File: config.mk
export PLATFORM = sky130hd
export DESIGN_NAME = alt_ram
export DESIGN_NICKNAME = d
export VERILOG_FILES = /design/src/sv/alt_ram.sv
export SDC_FILE = /design/constraint.sdc
export NUM_CORES = 2
export LEC_CHECK = 0
export ABC_AREA = 0
export BUFFER_PORTS_ARGS = -buffer_cell sky130_fd_sc_hd__buf_2
export CORE_UTILIZATION = 67
export CTS_CLUSTER_DIAMETER = 50
export DETAILED_ROUTE_END_ITERATION = 8
export HOLD_SLACK_MARGIN = 0.15
export PLACE_DENSITY = 0.84
export SETUP_SLACK_MARGIN = 0.15
export SKIP_CTS_REPAIR_TIMING = 1
export SLEW_MARGIN = 10
export SYNTH_ARGS = -nofsm -noshare
export SYNTH_HDL_FRONTEND = slang
export SYNTH_SLANG_ARGS = --single-unit
File: constraint.sdc
create_clock -name clk -period 8.89 [get_ports clk]
set_clock_uncertainty 0.15 [all_clocks]
set_input_delay 0.889 -clock clk [delete_from_list [all_inputs] [get_ports clk]]
set_output_delay 0.889 -clock clk [all_outputs]
set_load 0.005 [all_outputs]
File: src/sv/alt_ram.sv
// Single-port-write, single-port-read synchronous RAM with registered read data.
module alt_ram #(
	parameter int unsigned WIDTH = 64,
	parameter int unsigned DEPTH = 32,
	parameter int unsigned AW    = (DEPTH > 1) ? $clog2(DEPTH) : 1
) (
	input  logic             clk,
	input  logic             we,
	input  logic [AW-1:0]    waddr,
	input  logic [WIDTH-1:0] wdata,
	input  logic             re,
	input  logic [AW-1:0]    raddr,
	output logic [WIDTH-1:0] rdata
);

	logic [WIDTH-1:0] mem [DEPTH];
	logic [WIDTH-1:0] rdata_q;

	// Write port
	always_ff @(posedge clk) begin
		if (we) begin
			mem[waddr] <= wdata;
		end
	end

	// Read port: hold the last read word when idle
	always_ff @(posedge clk) begin
		if (re) begin
			rdata_q <= mem[raddr];
		end
	end

	assign rdata = rdata_q;

endmodule

## Word-level counts from Yosys, hierarchy flattened

Memories as Yosys holds them, arrays and structs flattened. A register that Yosys moved wholly into a read port is not among the register bits.
Cells that the tools add are included.

| cells by class | value |
|---|---|
| muxes and demuxes | 2 |

Operator list:

| operator | number |
|---|---|
| $mux W1 | 2 |

| word-level totals | value |
|---|---|
| flip-flop bits (word level) | 0 |
| word-level logic and storage cells | 3 |
| bits in writable memories | 2048 |
| memories | 1 |
| bits of input ports | 77 |

Memory list:

| memory | depth | bits a word | rd ports | clocked after Yosys merged registers in | write ports | line | text |
|---|---|---|---|---|---|---|---|
| mem | 32 | 64 | 1 | 1 | 1 | 16 | `logic [WIDTH-1:0] mem [DEPTH];` |

## Depth between registers and ports, before layout

| logic depth | value |
|---|---|
| depth after elaboration | 2 |
| mapped depth | 9 |
| mapped depth without buffers | 4 |

## Least setup slack after synthesis

OpenSTA, ideal clock, no wires.

| timing path | value |
|---|---|
| kind | input -> register |
| start point | input waddr[1] |
| end point | memory mem[12][0], enable pin |
| setup slack | 4.029 ns |
| stages | 3 |
| data arrival time | 4.225 ns |
| data required time | 8.254 ns |
| cell sequence | or3b_2 -> clkbuf_1 -> nor2_1 |

RTL lines:

| what | line | text |
|---|---|---|
| start, declared | 9 | `input logic [AW-1:0] waddr,` |
| end, declared | 16 |  |

No word-level cell before the write port.

## Worst setup path after layout

| timing path | value |
|---|---|
| start point | input waddr[1] |
| end point | memory mem[5][40], enable pin |

No word-level cell before the write port.

==> results.md <==
* Result of the run: finished clean
* TritonCTS Sinks at 2112
* # rows at 126
* Worst VDD drop at 0.251 mV
* Vias in the first global route at 40600
* Layout net count at 3436
* Met3 Track Usage GR at 0.0933
* GRT Residual Overflow at 0
* Iteration-0 DRC Markers at 7363
* Final setup fails at 0
* M1 GR Usage at 0.510
* Num CTS Buffers at 197
* Synthesized flop and latch total at 2112
* Via density at 7.80
* Synth-to-layout area growth at 11.5%
* Worst EP arrival at 4.10 ns
* Pin count of the biggest net entering global routing at 135
* Gr usage total at 0.390
* IO Pins at 141
* Starting density of the core at 0.675
* Crit path max fanout at 26
* Final max-slew violation count at 0
* First-pass GRT wire length at 317 mm
* Hold slack at 0.409 ns
* Synth Area per Inst at 25.7 um2
* Final Hold Viols at 0
* P per Cell Area at 234 mW/mm2
* Fin crit share at 0.428
* Critical Path Start Type: input pin
* Core area at 0.118 mm2
* Max-slew headroom at 0.157
* GR Util met2 at 0.624
* Max clock buf depth at 3
* Layout cell share with drive strength beyond 1 at 0.343
* Die Y at 347 um
* Via count at 39500
* Area fraction of the dominant cell type after synthesis at 0.797
* Syn nets at 3174
* CP Capture Type: flip-flop
* Tmin final at 3.80 ns
* CTS Root Cell: clkbuf_16
* Clk_lat worst skew at 0.83 ns
* Final wirelength at 229 mm
* Setup Total Neg Slack at 0 ns
* DP HPWL at 101 mm
* Synthesized instance count at 3097
* Hold Crit Class: input pin to flip-flop
* Placer Congestion at 0.804
* Busiest layer in global routing: met2
* Htree depth at 4
* CTS tree: done
* Worst setup path class: input pin to flip-flop
* Number of synthesis warnings at 0
* Yosys cell types at 30
* Synth Cell Area at 0.0796 mm2
* Dpl cell area at 0.0824 mm2
* Clock transition at path regs at 0.06 ns
* Initial DRT Pass Iterations at 7
* Remaining antenna violation count at 0
* DIE AREA at 0.120 mm2
* Final non-filler cell total at 5068
* Area leader, netlist: edfxtp_1
* Buffers on Ports at 140
* Post-Layout Inst Area at 0.0888 mm2
* Chip Width at 347 um
* FMAX at 263 MHz
* Total of max-cap violations at 0
* Top post-synthesis cells by area: edfxtp_1, mux4_2, mux2_2, mux2i_1, buf_2
* RSZ-0062 raised after global routing: false
* DRC Markers at 0
* Placed Cells at 4696
* Average wire per standard cell at 45.1 um
* Post-synthesis sequential area ratio at 0.797
* Pin slew with the least headroom to its limit at 1.27 ns
* Leak at 27.7 nW
* Req. time, crit path at 9.19 ns
* Initial antenna violation count at 19
worst paths after layout:
kind / to / from / slack, ns / depth (start not counted)
setup / recovery: mem[5][40]$_DFFE_PP_ / waddr[1] / 5.09 / 5
hold reg to reg: rdata[13]$_DFFE_PP_ / mem[5][13]$_DFFE_PP_ / 0.83 / 3
setup reg to reg: rdata[2]$_DFFE_PP_ / mem[18][2]$_DFFE_PP_ / 6.66 / 3
hold / removal: mem[25][44]$_DFFE_PP_ / wdata[44] / 0.41 / 1
flip-flops by register name (all words and copies together), names as in the netlist:
name	flops
rdata	64
mem	2048
cells by family after synthesis:
| group | Yosys count | share of synthesized area |
|---|---|---|
| muxes | 714 | 0.186 |
| DFF | 2112 | 0.797 |
| buffers and inverters | 157 | 0.00937 |
| AOI/OAI and AO/OA | 50 | 0.00462 |
| and+or+nand+nor | 64 | 0.00376 |
per-layer routing:
| metal | vias to the layer above | wire, um |
|---|---|---|
| met5 | - | 92 |
| li1 | 14100 | - |
| met1 | 20400 | 70500 |
| met2 | 4141 | 113000 |
| met3 | 857 | 31700 |
| met4 | 14 | 13600 |
critical path, stage by stage:
cell      delay [ns]
buf_2           0.13
nand3b_1        0.72
nor2_4          0.97
buf_4           0.65
buf_4           0.66
power breakdown:
part	leakage (nW)	internal (mW)	switching, mW
Sequential	19.1	11.1	0.0668
Combinational	5.53	0.403	0.580
Clock	3.11	4.76	3.82
Total	27.7	16.3	4.47
cell usage in the layout (no fill, tap or decap), types with 2 or more instances in the layout:
cell and n:
o22ai_1 10, o221ai_1 3, nand3b_1 5, buf_12 5, buf_6 2, or3b_2 2
mux4_2 602, clkinv_4 3, and2_1 3, buf_2 134, buf_8 3, clkinv_8 5
buf_4 75, diode_2 13, clkinv_2 37, clkbuf_1 44, nor2_4 32, nand2b_1 2
mux2i_1 38, bufinv_16 22, nand2_1 3, a211oi_1 3, o2bb2ai_1 3, nor2b_1 4
o211ai_1 3, clkinv_1 37, clkbuf_16 199, nand3_1 2, mux2_2 74, nor2_1 9
clkinvlp_4 3, o31a_1 3, a221oi_1 12, o21ai_0 9, inv_6 9, a22oi_1 3
edfxtp_1 2112
cells in the mapped netlist:
| cell | n |
|---|---|
| o21ai_0 | 9 |
| a211oi_1 | 3 |
| inv_2 | 1 |
| a22o_1 | 1 |
| o211ai_1 | 3 |
| buf_1 | 19 |
| or3_1 | 1 |
| a221oi_1 | 12 |
| nand3b_1 | 5 |
| nor2b_1 | 4 |
| o221ai_1 | 3 |
| mux4_2 | 602 |
| mux2i_1 | 38 |
| buf_2 | 65 |
| o2bb2ai_1 | 3 |
| or3b_2 | 2 |
| clkbuf_1 | 55 |
| and2_0 | 1 |
| buf_4 | 14 |
| o22ai_1 | 10 |
| buf_6 | 3 |
| mux2_2 | 74 |
| nand2b_1 | 2 |
| and2_1 | 3 |
| nand3_1 | 2 |
| nor2_1 | 41 |
| nand2_1 | 3 |
| o31a_1 | 3 |
| a22oi_1 | 3 |
| edfxtp_1 | 2112 |
through the flow:
stage                     utilization  power, mW  setup WS [ns]
after CTS                       0.753       20.7           5.22
final                           0.753       20.7           5.09
after global placement          0.699       12.2           4.53
after detailed placement        0.699       12.3           4.40
after global routing            0.753       21.1           5.12
after floorplan                     -       11.9           4.03
area by class of cell:
class	count	area [um2]
Tap cell	1536	1920
Inverter	1	3.75
Sequential cell	2112	63400
Antenna cell	13	32.5
Multi-Input combinational cell	828	15700
Clock buffer	243	5140
Clock inverter	116	1190
Fill cell	5475	29100
Timing Repair Buffer	219	1400
(Power assumes the default switching activity.)
