<file path="config.mk">
export PLATFORM = sky130hd
export DESIGN_NAME = alt_scan
export DESIGN_NICKNAME = d
export VERILOG_FILES = /design/src/sv/alt_pkg.sv /design/src/sv/alt_scan.sv
export SDC_FILE = /design/constraint.sdc
export NUM_CORES = 1
export LEC_CHECK = 0
export BUFFER_PORTS_ARGS = -buffer_cell sky130_fd_sc_hd__buf_2
export CORE_UTILIZATION = 35
export CTS_CLUSTER_SIZE = 24
export DETAILED_ROUTE_END_ITERATION = 7
export GPL_TIMING_DRIVEN = 0
export PLACE_DENSITY = 0.66
export SYNTH_ARGS = -nofsm -noshare
export SYNTH_HDL_FRONTEND = slang
export SYNTH_SLANG_ARGS = --single-unit
</file>
<file path="constraint.sdc">
create_clock -name clk -period 1.9 [get_ports clk]
set_input_delay 0.19 -clock clk [delete_from_list [all_inputs] [get_ports clk]]
set_output_delay 0.19 -clock clk [all_outputs]
set_load 0.01 [all_outputs]
</file>
<file path="src/sv/alt_pkg.sv">
// Shared constants, codes and types for the address learning table.
package alt_pkg;

	// Table geometry
	localparam int unsigned ENTRIES = 32;
	localparam int unsigned IDX_W   = (ENTRIES > 1) ? $clog2(ENTRIES) : 1;
	localparam int unsigned KEY_W   = 64;
	localparam int unsigned HALF_W  = 64;
	localparam int unsigned ADDR_W  = 2 * HALF_W;

	typedef logic [IDX_W-1:0] idx_t;

	// Request opcodes
	typedef enum logic {
		OP_LEARN  = 1'b0,
		OP_LOOKUP = 1'b1
	} opcode_t;

	// Result status codes
	typedef enum logic [1:0] {
		ST_MATCH     = 2'd0,
		ST_INSERTED  = 2'd1,
		ST_NOT_FOUND = 2'd2,
		ST_FULL      = 2'd3
	} status_t;

	// Sequencer to scan unit
	typedef struct packed {
		logic clear;      // start of a new request: forget previous search
		logic cmp_vld;    // key read data for entry idx is on the bus
		idx_t idx;        // entry whose read data is being compared
		logic set_valid;  // mark entry set_idx as occupied
		idx_t set_idx;
	} scan_ctl_t;

	// Scan unit to sequencer
	typedef struct packed {
		logic match;
		idx_t match_idx;
		logic free;
		idx_t free_idx;
	} scan_res_t;

endpackage

</file>
<file path="src/sv/alt_scan.sv">
// Occupancy bits and the per-entry match / free-slot tracker of the table scan.
module alt_scan (
	input  logic                     clk,
	input  logic                     arst_n,
	input  alt_pkg::scan_ctl_t       ctl,
	input  logic [alt_pkg::KEY_W-1:0] key_rdata,
	input  logic [alt_pkg::KEY_W-1:0] key_req,
	output alt_pkg::scan_res_t       res
);
	import alt_pkg::*;

	logic [ENTRIES-1:0] valid_q;
	logic               match_q;
	idx_t               match_idx_q;
	logic               free_q;
	idx_t               free_idx_q;
	logic               ent_valid;
	logic               hit_now;
	logic               free_now;

	// Compare the entry whose key has just been read
	assign ent_valid = valid_q[ctl.idx];
	assign hit_now   = ctl.cmp_vld && ent_valid && (key_rdata == key_req);
	assign free_now  = ctl.cmp_vld && !ent_valid;

	// Occupancy: set on insert, never cleared but by reset
	always_ff @(posedge clk or negedge arst_n) begin
		if (!arst_n) begin
			valid_q <= '0;
		end else if (ctl.set_valid) begin
			valid_q[ctl.set_idx] <= 1'b1;
		end
	end

	// Keep the first match and the lowest free slot seen so far
	always_ff @(posedge clk or negedge arst_n) begin
		if (!arst_n) begin
			match_q     <= 1'b0;
			match_idx_q <= '0;
			free_q      <= 1'b0;
			free_idx_q  <= '0;
		end else if (ctl.clear) begin
			match_q <= 1'b0;
			free_q  <= 1'b0;
		end else begin
			if (hit_now && !match_q) begin
				match_q     <= 1'b1;
				match_idx_q <= ctl.idx;
			end
			if (free_now && !free_q) begin
				free_q     <= 1'b1;
				free_idx_q <= ctl.idx;
			end
		end
	end

	assign res.match     = match_q;
	assign res.match_idx = match_idx_q;
	assign res.free      = free_q;
	assign res.free_idx  = free_idx_q;

endmodule
</file>
Word-level counts from Yosys, hierarchy flattened
Index checks and enable logic that the tools add are counted.
{"block": "word_totals", "ff_bits": 44, "inputBits": 143, "out_inout_bits": 12}
{"block": "op_classes", "magnitude_cmp": 3, "eq_ne": 1, "n_mux": 8, "n_bitwise": 2, "reduce_logical": 13}
{"cell": "64-bit == test", "count": 1}
{"cell": "32-bit bitwise OR", "count": 1}
{"cell": "5-bit by 6-bit less-than comparator with 1-bit output, second input constant", "count": 2}
{"cell": "1-bit logical AND", "count": 6}
{"cell": "1-bit two-way mux", "count": 6}
{"cell": "1-bit binary-select mux with 5-bit select", "count": 1}
{"cell": "1-bit demux with 5-bit select", "count": 1}
{"cell": "5-bit by 1-bit greater-or-equal comparator with 1-bit output, second input constant", "count": 1}
{"cell": "2-bit AND reduction", "count": 2}
{"cell": "2-bit nonzero test", "count": 2}
{"cell": "1-bit zero test", "count": 3}
{"cell": "1-bit inverter", "count": 1}

Logic depth before layout (Yosys ltp)
{"block": "logic_depth", "word_depth": 7, "mapped_depth": 8, "depth_no_buf": 6}

Worst setup path after synthesis
Ideal clock, no wire load.
{"block": "synth_path", "path_kind": "input to register", "start": "input ctl[7] in the netlist's numbering", "end": "register free_idx_q[0]", "setup_ns": 0.125, "arrival_time_ns": 1.946, "slack_ns": -0.171, "path_stages": 8, "path_buffers": 2, "path_cell_list": "buf_2 > buf_2 > mux2i_1 > nand2_1 > nand3_1 > nand2_1 > nor4b_2 > mux2_2"}
{"block": "synth_between", "elab_chain_len": 6}
{"element": "from (decl)", "line_no": "alt_scan.sv:5", "rtl": "input alt_pkg::scan_ctl_t ctl,"}
{"element": "1-bit binary-select mux with 5-bit select", "line_no": "alt_scan.sv:22", "rtl": "assign ent_valid = valid_q[ctl.idx];"}
{"element": "1-bit two-way mux (implied by the code)", "line_no": "alt_scan.sv:22"}
{"element": "1-bit zero test", "line_no": "alt_scan.sv:24", "rtl": "assign free_now = ctl.cmp_vld && !ent_valid;"}
{"element": "1-bit logical AND", "line_no": "alt_scan.sv:24"}
{"element": "1-bit logical AND", "line_no": "alt_scan.sv:50", "rtl": "if (free_now && !free_q) begin"}
{"element": "2-bit AND reduction (no source line)"}
{"element": "to (signal assigned)", "line_no": "alt_scan.sv:52", "rtl": "free_idx_q <= ctl.idx;"}
{"element": "to (decl)", "line_no": "alt_scan.sv:16", "rtl": "idx_t free_idx_q;"}
Every way passes these cells. The select of a mux whose other input is x is not followed.
A chain may end at the register's enable or synchronous reset.

Worst setup path after layout
{"block": "layout_path", "start": "input key_req[26] in the netlist's numbering", "end": "register match_idx_q[0]"}
{"block": "layout_between", "elab_chain_len": 4}
{"element": "from (decl)", "line_no": "alt_scan.sv:7", "rtl": "input logic [alt_pkg::KEY_W-1:0] key_req,"}
{"element": "64-bit == test", "line_no": "alt_scan.sv:23", "rtl": "assign hit_now = ctl.cmp_vld && ent_valid && (key_rdata == key_req);"}
{"element": "1-bit logical AND", "line_no": "alt_scan.sv:23"}
{"element": "1-bit logical AND", "line_no": "alt_scan.sv:46", "rtl": "if (hit_now && !match_q) begin"}
{"element": "2-bit AND reduction (no source line)"}
{"element": "to (signal assigned)", "line_no": "alt_scan.sv:48", "rtl": "match_idx_q <= ctl.idx;"}
{"element": "to (decl)", "line_no": "alt_scan.sv:14", "rtl": "idx_t match_idx_q;"}
Every way passes these cells.

==> flow_metrics.env <==
export IMPL_synth_fp_nets=399
export IMPL_dieArea_sq_um=8160
export IMPL_viasPerCell=4.99
export IMPL_cts_path_max_buffers=2
export IMPL_synth_most_common_cell="dfrtp_1"
export IMPL_clock_sinks=44
export IMPL_grt_max_degree=45
export IMPL_globalplace_congestion=0.853
export IMPL_cts_max_level=2
export IMPL_tightest_slew_ns=0.967
export IMPL_slew_headroom_pct=35.5
export IMPL_holdWs_ns=0.0374
export IMPL_async_reset_ff_share_pct=100
export IMPL_n_antenna_cell=0
export IMPL_grt_usage_pct=19.3
export IMPL_rsz0062_at_grt="true"
export IMPL_wl_um=7680
export IMPL_max_cap_viol_count=0
export IMPL_clkTransAtPathRegs_ns=0.09
export IMPL_antenna_found_initial=0
export IMPL_ant_nets=0
export IMPL_maxSlewViolCount=0
export IMPL_start_kind="primary input"
export IMPL_yosysSeqAreaShare_pct=40.3
export IMPL_synth_top_area_cell="dfrtp_1"
export IMPL_end_kind="flop"
export IMPL_avgRoutedWirePerCell_um=14.8
export IMPL_cts_tree="built"
export IMPL_synthCells=256
export IMPL_holdBufCountCts=0
export IMPL_worstHoldPathType="in2async"
export IMPL_synth_warning_count=0
export IMPL_grt_pass1_vias=2716
export IMPL_required_ns=2.09
export IMPL_critPathArrivalTime_ns=2.11
export IMPL_synth_ff_type="dfrtp_1"
export IMPL_postSynthAreaPerCell_sq_um=10.7
export IMPL_coreArea_sq_um=7410
export IMPL_grt_pass1_wl_um=12400
export IMPL_drc_errors=0
export IMPL_irDropWorstVdd_mv=0.325
export IMPL_gr_total_overflow=0
export IMPL_initial_core_util_pct=36.9
export IMPL_rows=31
export IMPL_clk_latency_ns=0.30
export IMPL_fp_dieH_um=90.3
export IMPL_io_pins=155
export IMPL_dpl_cell_area_sq_um=3640
export IMPL_layout_nets=560
export IMPL_fin_cells=517
export IMPL_synth_top_cells_by_count="dfrtp_1 (44), xor2_1 (39), a21o_1 (16), mux2i_1 (16), o21bai_1 (16)"
export IMPL_fin_crit_ns=1.92
export IMPL_synth_cell_types=39
export IMPL_synth_area_leaders="dfrtp_1 (40%), xor2_1 (13%), mux2i_1 (5.9%), xnor2_1 (4.8%), a21o_1 (4.4%)"
export IMPL_setup_viol=2
export IMPL_syn2layout_area_growth_pct=38.2
export IMPL_setup_ws_ns=-0.0173
export IMPL_place_ws_ns=-0.454
export IMPL_via_count=2579
export IMPL_critPathKind="in2reg"
export IMPL_numCtsBuffers=5
export IMPL_port_buffers=153
export IMPL_synth_top_area_share_pct=40.3
export IMPL_root_buffer="clkbuf_8"
export IMPL_violations="negative setup slack"
export IMPL_path_max_fanout=5
export IMPL_max_clock_freq_mhz=522
export IMPL_leakagePower_nw=1.91
export IMPL_first_pass_iters=4
export IMPL_synth_seq_cells=44
export IMPL_powerDensity_nw_per_um2=668
export IMPL_post_route_cells_drive_above_1_share_pct=44.7
export IMPL_drt_iter0_markers=66
export IMPL_status="complete, but fails checks"
export IMPL_synth_cell_area_sq_um=2730
export IMPL_min_period_over_period_pct=101
export IMPL_hold_viol=0
export IMPL_synth_edf_count=0
export IMPL_final_cell_area_sq_um=3770
export IMPL_die_x_um=90.3
export IMPL_hpwlAfterDp_um=6510
export IMPL_dp_cells=508
export IMPL_fin_skew_ns=0.0103
## critical path, cell delays in order
cell and delay [ns]:
buf_6 0.10, xor2_1 0.14, a221o_1 0.27, or4b_4 0.55, nor4_4 0.26, o2111ai_4 0.24
mux2_4 0.34
## cells in the final DEF (no fill, tap or decap), types with 2 or more instances in the layout
master      instances
o22ai_1             4
dfrtp_1            44
clkbuf_8            5
a21o_1             16
mux2_2              8
mux2i_1            16
buf_4               4
xnor2_1            15
nand4_1             6
nand3b_1            4
clkinvlp_4          2
nor2b_1             8
buf_2             152
nand2_2             2
nor4_1              9
nand2b_1            2
inv_1              11
nor2_1              4
nand3_1             7
nor3b_1             4
nand2_1             6
nor3_1              2
a22oi_1             4
a21oi_1             6
nor4_4              2
buf_6               2
xor2_1             39
o21bai_1           16
mux2_4              2
## cells by family (layout without fill, tap and decap cells)
kind of cell | Yosys count | after routing | share of synthesized area, %
compound gates | 53 | 53 | 14.5
xor+xnor | 54 | 54 | 17.3
buf+inv | 15 | 177 | 2.43
flops | 44 | 44 | 40.3
mux | 26 | 26 | 9.99
simple gates | 64 | 64 | 15.4
## final cells by class
type / count / area (sq um)
fill: 691 / 3640
multi-input combinational: 197 / 1600
sequential: 44 / 1100
timing repair buffer: 154 / 779
tap: 99 / 124
clock buffer: 5 / 68.8
inverter: 11 / 41.3
buffer: 4 / 33.8
clock inverter: 3 / 23.8
## power breakdown
group | internal, mW | leakage (nW) | switching [mW]
sequential | 1.12 | 0.521 | 0.0920
clock | 0.261 | 0.0404 | 0.340
combinational | 0.383 | 1.35 | 0.323
total | 1.76 | 1.91 | 0.756
## layer usage
| metal | wire length [um] | vias to the layer above | GRT usage, % |
|---|---|---|---|
| li1 | - | 1246 | - |
| met4 | 99 | 0 | 5.91 |
| met1 | 3090 | 1228 | 22.1 |
| met5 | 0 | - | 0 |
| met3 | 384 | 8 | 4.04 |
| met2 | 4100 | 97 | 35.9 |
## timing repair
action | 4_1_cts | 5_1_grt
endpoints found under the hold margin | 0 | 0
setup endpoints to repair | 10 | 10
pin swaps | 3 | 0
buffers inserted | 1 | 0
gates resized for setup | 5 | 1
gates cloned | 0 | 0
## stage by stage
step,total power [mW],utilization (%),TNS (ns)
finish,2.52,50.9,-0.0333
floorplan,1.60,-,-0.480
global placement,1.91,49.2,-3.02
global route,2.67,50.9,-0.481
detailed placement,1.94,49.2,-3.40
CTS,2.54,50.9,-0.0219
## final timing paths
kind	startpoint	endpoint	slack (ns)	cells after the start
min in group clk	ctl[12]	match_q	0.08	2
max in group asynchronous	arst_n	valid_q[17]	1.26	1
min	arst_n	valid_q[31]	0.04	1
max reg2reg	valid_q[3]	free_idx_q[3]	0.05	7
min reg2reg	valid_q[8]	valid_q[8]	0.46	1
max	key_req[26]	match_idx_q[0]	-0.02	7
## flip-flops by register name (all words and copies together) (netlist names)
register	cells
free_q	1
match_idx_q	5
free_idx_q	5
valid_q	32
match_q	1
(Power assumes the default switching activity.)
